### src/rtl/ksr_pkg.sv
// Shared types and constants for the keyed slot registry.
package ksr_pkg;

  localparam int unsigned KeyW   = 32;
  localparam int unsigned TimeW  = 32;
  localparam int unsigned SlotW  = 6;
  localparam int unsigned CountW = 7;

  localparam logic [CountW-1:0] CountMax = 7'd127;

  typedef enum logic [1:0] {
    CMD_ADD    = 2'd0,
    CMD_REMOVE = 2'd1,
    CMD_DECAY  = 2'd2,
    CMD_NOP    = 2'd3
  } cmd_e;

  typedef enum logic [1:0] {
    STAT_UPDATED = 2'd0,
    STAT_ADDED   = 2'd1,
    STAT_FULL    = 2'd2,
    STAT_DONE    = 2'd3
  } status_e;

  typedef enum logic [4:0] {
    ST_CLEAR = 5'b00001,
    ST_IDLE  = 5'b00010,
    ST_SCAN  = 5'b00100,
    ST_WRITE = 5'b01000,
    ST_FIN   = 5'b10000
  } state_e;

  // One table entry as held in the slot memory.
  typedef struct packed {
    logic             used;
    logic [KeyW-1:0]  key;
    logic [TimeW-1:0] expiry;
  } slot_entry_t;

endpackage

### src/rtl/keyed_slot_registry.sv
// Top level of the keyed slot registry: slot memory, scan sequencer and result register.
//
// Usage:
//   Requests enter on the s_axis channel: tuser carries the command (add or
//   update, remove by key, decay by time), tdata carries key, expiry and now.
//   Every request gives exactly one result on the m_axis channel: tuser carries
//   the status, tdata the written slot number and the count of freed slots.
//   Slots live in one synchronous memory with a registered read; a request
//   walks the memory one entry per cycle; remove and decay clear matching
//   entries in place. An add walks the lowest min(CLIENT_SLOTS,
//   TOTAL_SLOTS) entries, then, if it found a slot, writes it in a write
//   step; remove and decay walk all TOTAL_SLOTS. A new request is taken
//   in the cycle after the result loads, so one request is in flight at a
//   time.
//   After reset the block sweeps all TOTAL_SLOTS entries of the memory to
//   mark every slot free; s_axis_tready stays low during that sweep.
//   A result waits in the output register while the receiver stalls; the next
//   request is still accepted and processed, and its result is held until the
//   output register frees up.
module keyed_slot_registry #(
  parameter int unsigned TOTAL_SLOTS  = 64,
  parameter int unsigned CLIENT_SLOTS = 32
) (
  input  logic         clk_i,
  input  logic         rst_ni,
  input  logic         s_axis_tvalid,
  output logic         s_axis_tready,
  // [31:0] key, [63:32] expiry_time, [95:64] now_time
  input  logic [95:0]  s_axis_tdata,
  // [1:0] cmd
  input  logic [1:0]   s_axis_tuser,
  output logic         m_axis_tvalid,
  input  logic         m_axis_tready,
  // [5:0] slot_index, [12:6] freed_count
  output logic [15:0]  m_axis_tdata,
  // [1:0] status
  output logic [1:0]   m_axis_tuser
);
  import ksr_pkg::*;

  localparam int unsigned AW  = (TOTAL_SLOTS > 1) ? $clog2(TOTAL_SLOTS) : 1;
  localparam int unsigned LIM = (CLIENT_SLOTS < TOTAL_SLOTS) ? CLIENT_SLOTS : TOTAL_SLOTS;
  localparam logic [AW:0] ScanAll    = (AW+1)'(TOTAL_SLOTS);
  localparam logic [AW:0] ScanClient = (AW+1)'(LIM);
  localparam logic [AW:0] LastSlot   = (AW+1)'(TOTAL_SLOTS - 1);

  // Sequencer state
  state_e state_q, state_d;
  logic [AW:0] cnt_q, cnt_d;
  logic rd_vld_q, rd_vld_d;
  logic [AW-1:0] rd_idx_q, rd_idx_d;

  // Request registers
  cmd_e                    req_cmd_q;
  logic signed [KeyW-1:0]  req_key_q;
  logic [TimeW-1:0]        req_exp_q;
  logic [TimeW-1:0]        req_now_q;

  // Scan results
  logic match_q, match_d, free_q, free_d;
  logic [AW-1:0] match_idx_q, match_idx_d, free_idx_q, free_idx_d;
  logic [CountW-1:0] freed_q, freed_d;

  // Output register
  logic              out_vld_q, out_vld_d;
  logic [SlotW-1:0]  out_slot_q;
  status_e           out_stat_q;
  logic [CountW-1:0] out_freed_q;

  // Memory
  slot_entry_t mem_q [TOTAL_SLOTS];
  slot_entry_t rd_data_q;
  logic        mem_we;
  logic [AW-1:0] mem_waddr;
  slot_entry_t mem_wdata;

  logic accept;
  logic [AW:0] scan_len;
  logic hit;
  logic out_load;
  logic [AW-1:0] target;
  status_e res_stat;
  logic [SlotW-1:0] res_slot;
  logic [CountW-1:0] res_freed;

  assign s_axis_tready = (state_q == ST_IDLE);
  assign accept        = s_axis_tvalid && s_axis_tready;
  assign scan_len      = (req_cmd_q == CMD_ADD) ? ScanClient :
                         (req_cmd_q == CMD_NOP) ? '0 : ScanAll;
  assign target        = match_q ? match_idx_q : free_idx_q;

  // Test the entry that came back from memory against the request
  always_comb begin
    hit = 1'b0;
    case (req_cmd_q) inside
      CMD_ADD, CMD_REMOVE: hit = rd_data_q.used && (rd_data_q.key == req_key_q);
      CMD_DECAY:           hit = rd_data_q.used && (rd_data_q.expiry != '0) &&
                                 (rd_data_q.expiry < req_now_q);
      default:             hit = 1'b0;
    endcase
  end

  // Form the result of the finished request
  always_comb begin
    res_stat  = STAT_DONE;
    res_slot  = '0;
    res_freed = freed_q;
    if (req_cmd_q == CMD_ADD) begin
      res_freed = '0;
      if (match_q) begin
        res_stat = STAT_UPDATED;
        res_slot = SlotW'(target);
      end else if (free_q) begin
        res_stat = STAT_ADDED;
        res_slot = SlotW'(target);
      end else begin
        res_stat = STAT_FULL;
      end
    end
  end

  assign out_load = (state_q == ST_FIN) && (!out_vld_q || m_axis_tready);

  // Sequence the clear sweep, scans and write-back
  always_comb begin
    state_d     = state_q;
    cnt_d       = cnt_q;
    rd_vld_d    = 1'b0;
    rd_idx_d    = rd_idx_q;
    match_d     = match_q;
    free_d      = free_q;
    match_idx_d = match_idx_q;
    free_idx_d  = free_idx_q;
    freed_d     = freed_q;
    mem_we      = 1'b0;
    mem_waddr   = rd_idx_q;
    mem_wdata   = rd_data_q;
    unique case (state_q)
      ST_CLEAR: begin
        mem_we         = 1'b1;
        mem_waddr      = cnt_q[AW-1:0];
        mem_wdata      = '0;
        cnt_d          = cnt_q + 1'b1;
        if (cnt_q == LastSlot) begin
          cnt_d   = '0;
          state_d = ST_IDLE;
        end
      end
      ST_IDLE: begin
        if (accept) begin
          cnt_d   = '0;
          match_d = 1'b0;
          free_d  = 1'b0;
          freed_d = '0;
          state_d = ST_SCAN;
        end
      end
      ST_SCAN: begin
        // Issue the next read
        if (cnt_q < scan_len) begin
          rd_vld_d = 1'b1;
          rd_idx_d = cnt_q[AW-1:0];
          cnt_d    = cnt_q + 1'b1;
        end
        // Evaluate the entry read last cycle
        if (rd_vld_q) begin
          if (req_cmd_q == CMD_ADD) begin
            if (hit && !match_q) begin
              match_d     = 1'b1;
              match_idx_d = rd_idx_q;
            end
            if (!rd_data_q.used && !free_q) begin
              free_d     = 1'b1;
              free_idx_d = rd_idx_q;
            end
          end else if (hit) begin
            mem_we         = 1'b1;
            mem_wdata.used = 1'b0;
            if (freed_q != CountMax) begin
              freed_d = freed_q + 1'b1;
            end
          end
        end
        if ((cnt_q == scan_len) && !rd_vld_q) begin
          state_d = (req_cmd_q == CMD_ADD) ? ST_WRITE : ST_FIN;
        end
      end
      ST_WRITE: begin
        if (match_q || free_q) begin
          mem_we    = 1'b1;
          mem_waddr = target;
          mem_wdata = '{used: 1'b1, key: req_key_q, expiry: req_exp_q};
        end
        state_d = ST_FIN;
      end
      ST_FIN: begin
        if (out_load) begin
          state_d = ST_IDLE;
        end
      end
      default: state_d = ST_IDLE;
    endcase
  end

  // Hold the result until the receiver takes it
  always_comb begin
    out_vld_d = out_vld_q;
    if (out_vld_q && m_axis_tready) begin
      out_vld_d = 1'b0;
    end
    if (out_load) begin
      out_vld_d = 1'b1;
    end
  end

  // Control registers
  always_ff @(posedge clk_i or negedge rst_ni) begin
    if (!rst_ni) begin
      state_q   <= ST_CLEAR;
      cnt_q     <= '0;
      rd_vld_q  <= 1'b0;
      match_q   <= 1'b0;
      free_q    <= 1'b0;
      freed_q   <= '0;
      out_vld_q <= 1'b0;
    end else begin
      state_q   <= state_d;
      cnt_q     <= cnt_d;
      rd_vld_q  <= rd_vld_d;
      match_q   <= match_d;
      free_q    <= free_d;
      freed_q   <= freed_d;
      out_vld_q <= out_vld_d;
    end
  end

  // Payload registers
  always_ff @(posedge clk_i) begin
    rd_idx_q    <= rd_idx_d;
    match_idx_q <= match_idx_d;
    free_idx_q  <= free_idx_d;
    if (accept) begin
      req_cmd_q <= cmd_e'(s_axis_tuser);
      req_key_q <= s_axis_tdata[31:0];
      req_exp_q <= s_axis_tdata[63:32];
      req_now_q <= s_axis_tdata[95:64];
    end
    if (out_load) begin
      out_slot_q  <= res_slot;
      out_stat_q  <= res_stat;
      out_freed_q <= res_freed;
    end
  end

  // Slot memory: one write port, one registered read port
  always_ff @(posedge clk_i) begin
    if (mem_we) begin
      mem_q[mem_waddr] <= mem_wdata;
    end
    rd_data_q <= mem_q[cnt_q[AW-1:0]];
  end

  assign m_axis_tvalid = out_vld_q;
  assign m_axis_tdata  = {3'b000, out_freed_q, out_slot_q};
  assign m_axis_tuser  = out_stat_q;

`ifndef SYNTHESIS
  // Scan write-backs only come from remove and decay requests
  a_scan_write_cmd: assert property (@(posedge clk_i) disable iff (!rst_ni)
    (state_q == ST_SCAN && mem_we) |-> (req_cmd_q != CMD_ADD))
    else $error("slot cleared during an add scan");

  // An add only ever writes a client slot
  a_add_in_client: assert property (@(posedge clk_i) disable iff (!rst_ni)
    (state_q == ST_WRITE && mem_we) |-> (int'(mem_waddr) < LIM))
    else $error("add wrote outside the client slots");

  // Add results carry no freed count
  a_add_no_freed: assert property (@(posedge clk_i) disable iff (!rst_ni)
    (out_vld_q && out_stat_q != STAT_DONE) |-> (out_freed_q == '0))
    else $error("add result with nonzero freed count");

  // The clear sweep finishes only after the last slot
  a_clear_done: assert property (@(posedge clk_i) disable iff (!rst_ni)
    (state_q == ST_IDLE && $past(state_q) == ST_CLEAR) |-> ($past(cnt_q) == LastSlot))
    else $error("clear sweep ended early");

  // A result is only loaded after a finished request
  a_load_after_fin: assert property (@(posedge clk_i) disable iff (!rst_ni)
    $rose(out_vld_q) |-> ($past(state_q) == ST_FIN))
    else $error("result appeared outside the finish step");
`endif

endmodule
### config.mk
export PLATFORM = sky130hd
export DESIGN_NAME = keyed_slot_registry
export DESIGN_NICKNAME = d
export VERILOG_FILES = /design/src/rtl/ksr_pkg.sv /design/src/rtl/keyed_slot_registry.sv
export SDC_FILE = /design/constraint.sdc
export NUM_CORES = 2
export LEC_CHECK = 0
export CORE_MARGIN = 1.5
export CORE_UTILIZATION = 45
export CTS_BUF_LIST = sky130_fd_sc_hd__clkbuf_8
export CTS_CLUSTER_DIAMETER = 80
export CTS_CLUSTER_SIZE = 28
export DETAILED_ROUTE_END_ITERATION = 8
export DONT_BUFFER_PORTS = 1
export PLACE_DENSITY = 0.57
export SLEW_MARGIN = 20
export SYNTH_ARGS = -nofsm -noshare
export SYNTH_HDL_FRONTEND = slang
export SYNTH_MEMORY_MAX_BITS = 65536
export SYNTH_SLANG_ARGS = --single-unit
### constraint.sdc
create_clock -name clk_i -period 14.3 [get_ports clk_i]
set_input_delay 0.715 -clock clk_i [delete_from_list [all_inputs] [get_ports clk_i]]
set_output_delay 0.715 -clock clk_i [all_outputs]
set_load 0.1 [all_outputs]
* Yosys cells after proc, flatten, opt, wreduce, memory -nomap -nowiden
Memory sizes are Yosys's and may differ from the RTL's. A register that Yosys moved wholly into a read port is not among the register bits.
Cells that the tools add are included.
** Word-level totals
- Flip-flop bits (word level) :: 154
- Bits in writable memories :: 4160
- Output and inout bits :: 20
- Memories kept :: 1
** Cells by class
- Add/sub/neg operators :: 2
- $lt $le $gt $ge :: 2
- Equality and inequality tests :: 24
- Mux-type cells :: 52
- Reductions and logical operators :: 30
** Memories
- mem_q :: depth 64, bits a word 65, read ports 1, clocked after memory_dff 1, wr ports 1, line keyed_slot_registry.sv:71 : slot_entry_t mem_q [TOTAL_SLOTS];
** Operators with widths (count)
- 64-bit case mux with 2 select lines :: 1
- 65-bit two-way mux :: 1
- 7-bit two-way mux :: 9
- 32-bit equality test :: 1
- 32-bit less-than comparator :: 1
- 32-bit nonzero test :: 1
- 5-bit two-way mux :: 5
- 5-bit case mux with 5 select lines :: 1
- 6-bit two-way mux :: 4
- 1-bit two-way mux :: 22
- 2-bit != test, second input constant :: 11
- 7-bit case mux with 3 select lines :: 1
- 7-bit by 1-bit adder with 7-bit output, second input constant :: 2
- 7-bit case mux with 2 select lines :: 1
- 6-bit case mux with 2 select lines :: 1
- 4-bit AND reduction :: 3
- 5-bit AND reduction :: 2
- 1-bit logical AND :: 9
- 7-bit by 6-bit equality test with 1-bit output, second input constant :: 1
- 7-bit equality test :: 1
- 7-bit less-than comparator :: 1
- 7-bit != test, second input constant :: 1
- 1-bit case mux with 3 select lines :: 2
- 6-bit AND reduction :: 1
- other kinds (18) :: 27

* Depth between registers and ports, before layout
- Depth after elaboration :: 11
- Gate-level depth with buffers :: 12

* Worst setup path before layout
OpenSTA, ideal clock, no wires.
- Path kind :: flip-flop to flip-flop
- Start point :: reg req_now_q[19]
- End point :: mem mem_q[63][0] in the netlist's numbering (enable)
- Setup time :: 0.567 ns
- Arrival time :: 6.811 ns
- Data required time :: 13.733 ns
- Slack :: 6.921 ns
- Stages on the path, launching flop included :: 13
- Path buffers :: 2
- Period minus slack after synthesis :: 7.379 ns
- Path through :: edfxtp_1 inv_1 ha_1 a21oi_1 o21ai_1 a221o_1 a2111o_1 a31oi_2 nor2_2 o21a_1 buf_6 buf_6 nor3_1
** Between the ends
- Word-level cells in the longest chain between the ends :: 10
** Ends and longest elaborated chain
- start, declared :: line keyed_slot_registry.sv:57 : logic [TimeW-1:0] req_now_q;
- start signal, assigned :: line keyed_slot_registry.sv:246 : req_now_q <= s_axis_tdata[95:64];
- 32-bit less-than comparator :: line keyed_slot_registry.sv:98 : (rd_data_q.expiry < req_now_q);
- 1-bit logical AND :: line keyed_slot_registry.sv:97 : CMD_DECAY: hit = rd_data_q.used && (rd_data_q.expiry != '0) &&
- 1-bit two-way mux (2 in a row) :: line keyed_slot_registry.sv:95 : case (req_cmd_q) inside
- 1-bit two-way mux :: line keyed_slot_registry.sv:176 : end else if (hit) begin
- 1-bit two-way mux :: line keyed_slot_registry.sv:167 : if (req_cmd_q == CMD_ADD) begin
- 1-bit two-way mux :: line keyed_slot_registry.sv:166 : if (rd_vld_q) begin
- 1-bit case mux with 3 select lines :: line keyed_slot_registry.sv:138 : unique case (state_q)
- 1-bit two-way mux :: line keyed_slot_registry.sv:257 : if (mem_we) begin
- 1-bit two-way mux (not written as such) :: line keyed_slot_registry.sv:258 : mem_q[mem_waddr] <= mem_wdata;
- end, declared :: line keyed_slot_registry.sv:71
Every way passes these cells.

* Worst setup path after layout
- Start point :: reg req_cmd_q[1]
- End point :: mem mem_q[14][7] in the netlist's numbering (enable)
** Between the ends
- Word-level cells in the longest chain between the ends :: 9
- Elaborated cells on any way between the ends :: 12
- Those cells by class :: eq/ne: 2; mux: 8; reduce/logical: 2
** Ends and longest elaborated chain
- start, declared :: line keyed_slot_registry.sv:54 : cmd_e req_cmd_q;
- start signal, assigned :: line keyed_slot_registry.sv:243 : req_cmd_q <= cmd_e'(s_axis_tuser);
- 2-bit equality test (no line) (tied with other cells)
- 1-bit two-way mux or 2-bit OR reduction (tied branches) :: line keyed_slot_registry.sv:95
- 1-bit two-way mux :: line keyed_slot_registry.sv:95
- 1-bit two-way mux :: line keyed_slot_registry.sv:176
- 1-bit two-way mux (*) :: line keyed_slot_registry.sv:167
- 1-bit two-way mux (*) :: line keyed_slot_registry.sv:166
- 1-bit case mux with 3 select lines (*) :: line keyed_slot_registry.sv:138
- 1-bit two-way mux (*) :: line keyed_slot_registry.sv:257
- 1-bit two-way mux (not written as such) (*) :: line keyed_slot_registry.sv:258
Every way passes the cells marked *; elsewhere a longest branch is shown, timed or not.

==> flow_summary.ini <==
[synthesis]
synthTopCellsByCount = edfxtp_1 (4291), mux4_2 (1284), nand2_1 (197)
ys_seq_area_frac = 0.781
ys_dominant_reg_cell = edfxtp_1
synth_top_family_by_area = multiplexers
syn_area_per_cell_sq_um = 24.1
synthSimpleGateAreaFrac = 0.0157
synth_largest_area_cell = edfxtp_1
synth-warning-count = 0
syn_area_sq_um = 167000
synthCells = 6938
synthAdderAreaFrac = 0.00292
ys_types = 77
synthArstFlopShare = 0.00525
synth_compound_area_frac = 0.00914
muxShareOfSynthArea = 0.178
yosysMostFrequentCell = edfxtp_1
synth-edff-count = 4291
synth_seq_cells = 4379
synth.top_cell.area_share = 0.770
synth.area.top_cells = edfxtp_1 (77%), mux4_2 (17%), dfxtp_1 (0.78%)
synth_xor_xnor_area_share = 0.00183

[worst_setup_path]
cpPeakStageDelay_ns = 0.84
required_ns = 15.08
slowest_stage = nor3_4
critical_path.endpoint_type = flip-flop
start_kind = flip-flop
path_max_fanout = 32
r2r_slack_ns = 7.66
worst_path_most_repeated_cell = buf_4
worstPathArrival_ns = 7.42
critical_path_class = reg -> reg
path_buf_inv = 5
cp_top_family = simple AND/OR/NAND/NOR gates
crit_path_cell_trace = inv_1, ha_1, o21ai_0, nor2_1, nand4_1, nor4_2, buf_4, nor2_2, o21a_4, buf_4, buf_4, nor3_4, buf_4

[timing]
fin_skew_ns = 0.120
slew_viol_final = 0
max_slew.worst_pin.slew_ns = 1.16
period_minus_slack_ns = 6.64
finalCritPeriodShare = 0.464
hold_viol_final = 0
rsz0062_at_grt = no
setup_viol = 0
slew_headroom = 0.222
setup_tns_ns = 0
fmaxAchievable_mhz = 151

[pwr]
p_total_w = 0.0312
ir_worst_vdd_uv = 144
power_leakage_nw = 54.6
cellPowerDensity_nw_per_um2 = 173

[finish]
fillers = 29500
fin_nets = 7323
syn_to_final_growth_pct = 7.54
stdcell_area_sq_um = 180000
drive_above_1_share = 0.270

[run_status]
status = completed

[placed_design]
dp_hpwl_microns = 268000
io_buffers = 0
gp_congestion = 0.850
dpl_cell_area_sq_um = 175000

[clock_network]
ctsLongestPathBuffers = 4
cts_sinks = 4379
cts_buffers = 196
root_buffer = clkbuf_8
h-tree-depth = 4
tritoncts = done
clk_latency_ns = 1.22
ctsResizeCount = 0
cts.clk_slew.worst_paths_ns = 0.15

[floorplanning]
ios = 122
die_h_microns = 613
coreArea_sq_um = 369000
std_cell_rows = 223
die_area_sq_um = 375000
dieWidth_microns = 613
start_util = 0.453

[routing]
first_pass_iters = 5
routedWlPerCell_microns = 37.7
routed_wl_microns = 464000
drc = 0
ant_nets = 0
vias = 77400
via_per_inst = 6.29
drt-initial-drc-count = 10500

[global_routing]
grt_usage = 0.247
grt_pass1_wl_microns = 641000
grt_max_degree = 130
grt_overflow = 0
antenna_found_initial = 52
grt_pass1_vias = 77200

[run]
drv_cap = 0

[worst_hold_path]
hp-class = in -> async
[what timing repair did]
item	4_1_cts	5_1_grt
endpoints found under the hold margin	147	0
hold buffers	103	0
setup buffers	0	0
[cell families after synthesis]
kind of cell               after synthesis
DFF                                   4379
muxes                                 1367
and+or+nand+nor                        483
buffers and inverters                  414
AOI/OAI and AO/OA                      220
adders and majority gates               39
xor gates and xnor gates                35
other                                    1
[per-layer routing]
metal  up-vias  GRT usage  wire length (microns)
met5         -          0                    134
met4        18     0.0676                  14600
met3       516     0.0287                  31300
met2      3256      0.407                 228000
met1     43500      0.353                 190000
li1      30000          -                      -
[where the power goes]
group	leakage [nW]	internal, W	total [W]	switching, W
sequential	39.5	0.0162	0.0165	0.000384
clock	2.19	0.00161	0.00553	0.00391
combinational	12.9	0.00352	0.00914	0.00562
[per-stage QoR]
stage / hold slack, ns / util / setup WS, ns / std cells
global placement: 0.420 / 0.473 / 7.58 / 11800
global route: 0.00581 / 0.487 / 7.51 / 12300
finish: 0.0843 / 0.487 / 7.66 / 12300
floorplan: 0.419 / - / 6.92 / 6940
detailed placement: 0.420 / 0.473 / 7.64 / 11800
CTS: 0.00303 / 0.487 / 7.59 / 12300
[sequential cells by signal (all words and copies together), names as in the netlist, 2 cells and up]
register / count
mem_q: 4160
rd_data_q: 65
req_exp_q: 32
req_key_q: 32
req_now_q: 32
cnt_q: 7
freed_q: 7
out_freed_q: 7
free_idx_q: 6
match_idx_q: 6
out_slot_q: 6
rd_idx_q: 6
state_q: 5
m_axis_tuser: 2
req_cmd_q: 2
[area by class of cell]
cell class,instances,area (sq um),area share
clock inverters,126,1140,0.00631
repair buffers,405,3510,0.0195
well taps,4950,6190,0.0344
diodes,40,100,0.000556
flip-flops and latches,4379,131000,0.727
inverters,53,214,0.00119
clock buffers,207,2850,0.0158
multi-input cells,2147,35200,0.195
[cell usage in the layout, fill, tap and decap left out, types with 25 or more instances in the layout]
master,instances
nor3_4,53
xor2_1,30
o21ai_0,36
o22ai_1,25
diode_2,40
clkbuf_8,207
nand2_1,195
a21oi_1,37
edfxtp_1,4291
nor2_1,31
nand3_1,77
mux2i_1,83
inv_1,101
ha_1,39
dlygate4sd3_1,101
mux4_2,1284
buf_4,286
dfxtp_1,65
[final timing paths]
check,startpoint,endpoint,cells after the start
worst max-delay path,req_cmd_q[1],mem_q[14][7],13
worst min-delay path,rst_ni,state_q[0],2
worst max register to register,req_cmd_q[1],mem_q[14][7],13
worst min register to register,rd_idx_q[5],free_idx_q[5],0
max in group asynchronous,rst_ni,cnt_q[3],3
min in group clk_i,s_axis_tvalid,state_q[3],3
No activity file was read; power rests on OpenSTA's default activity.
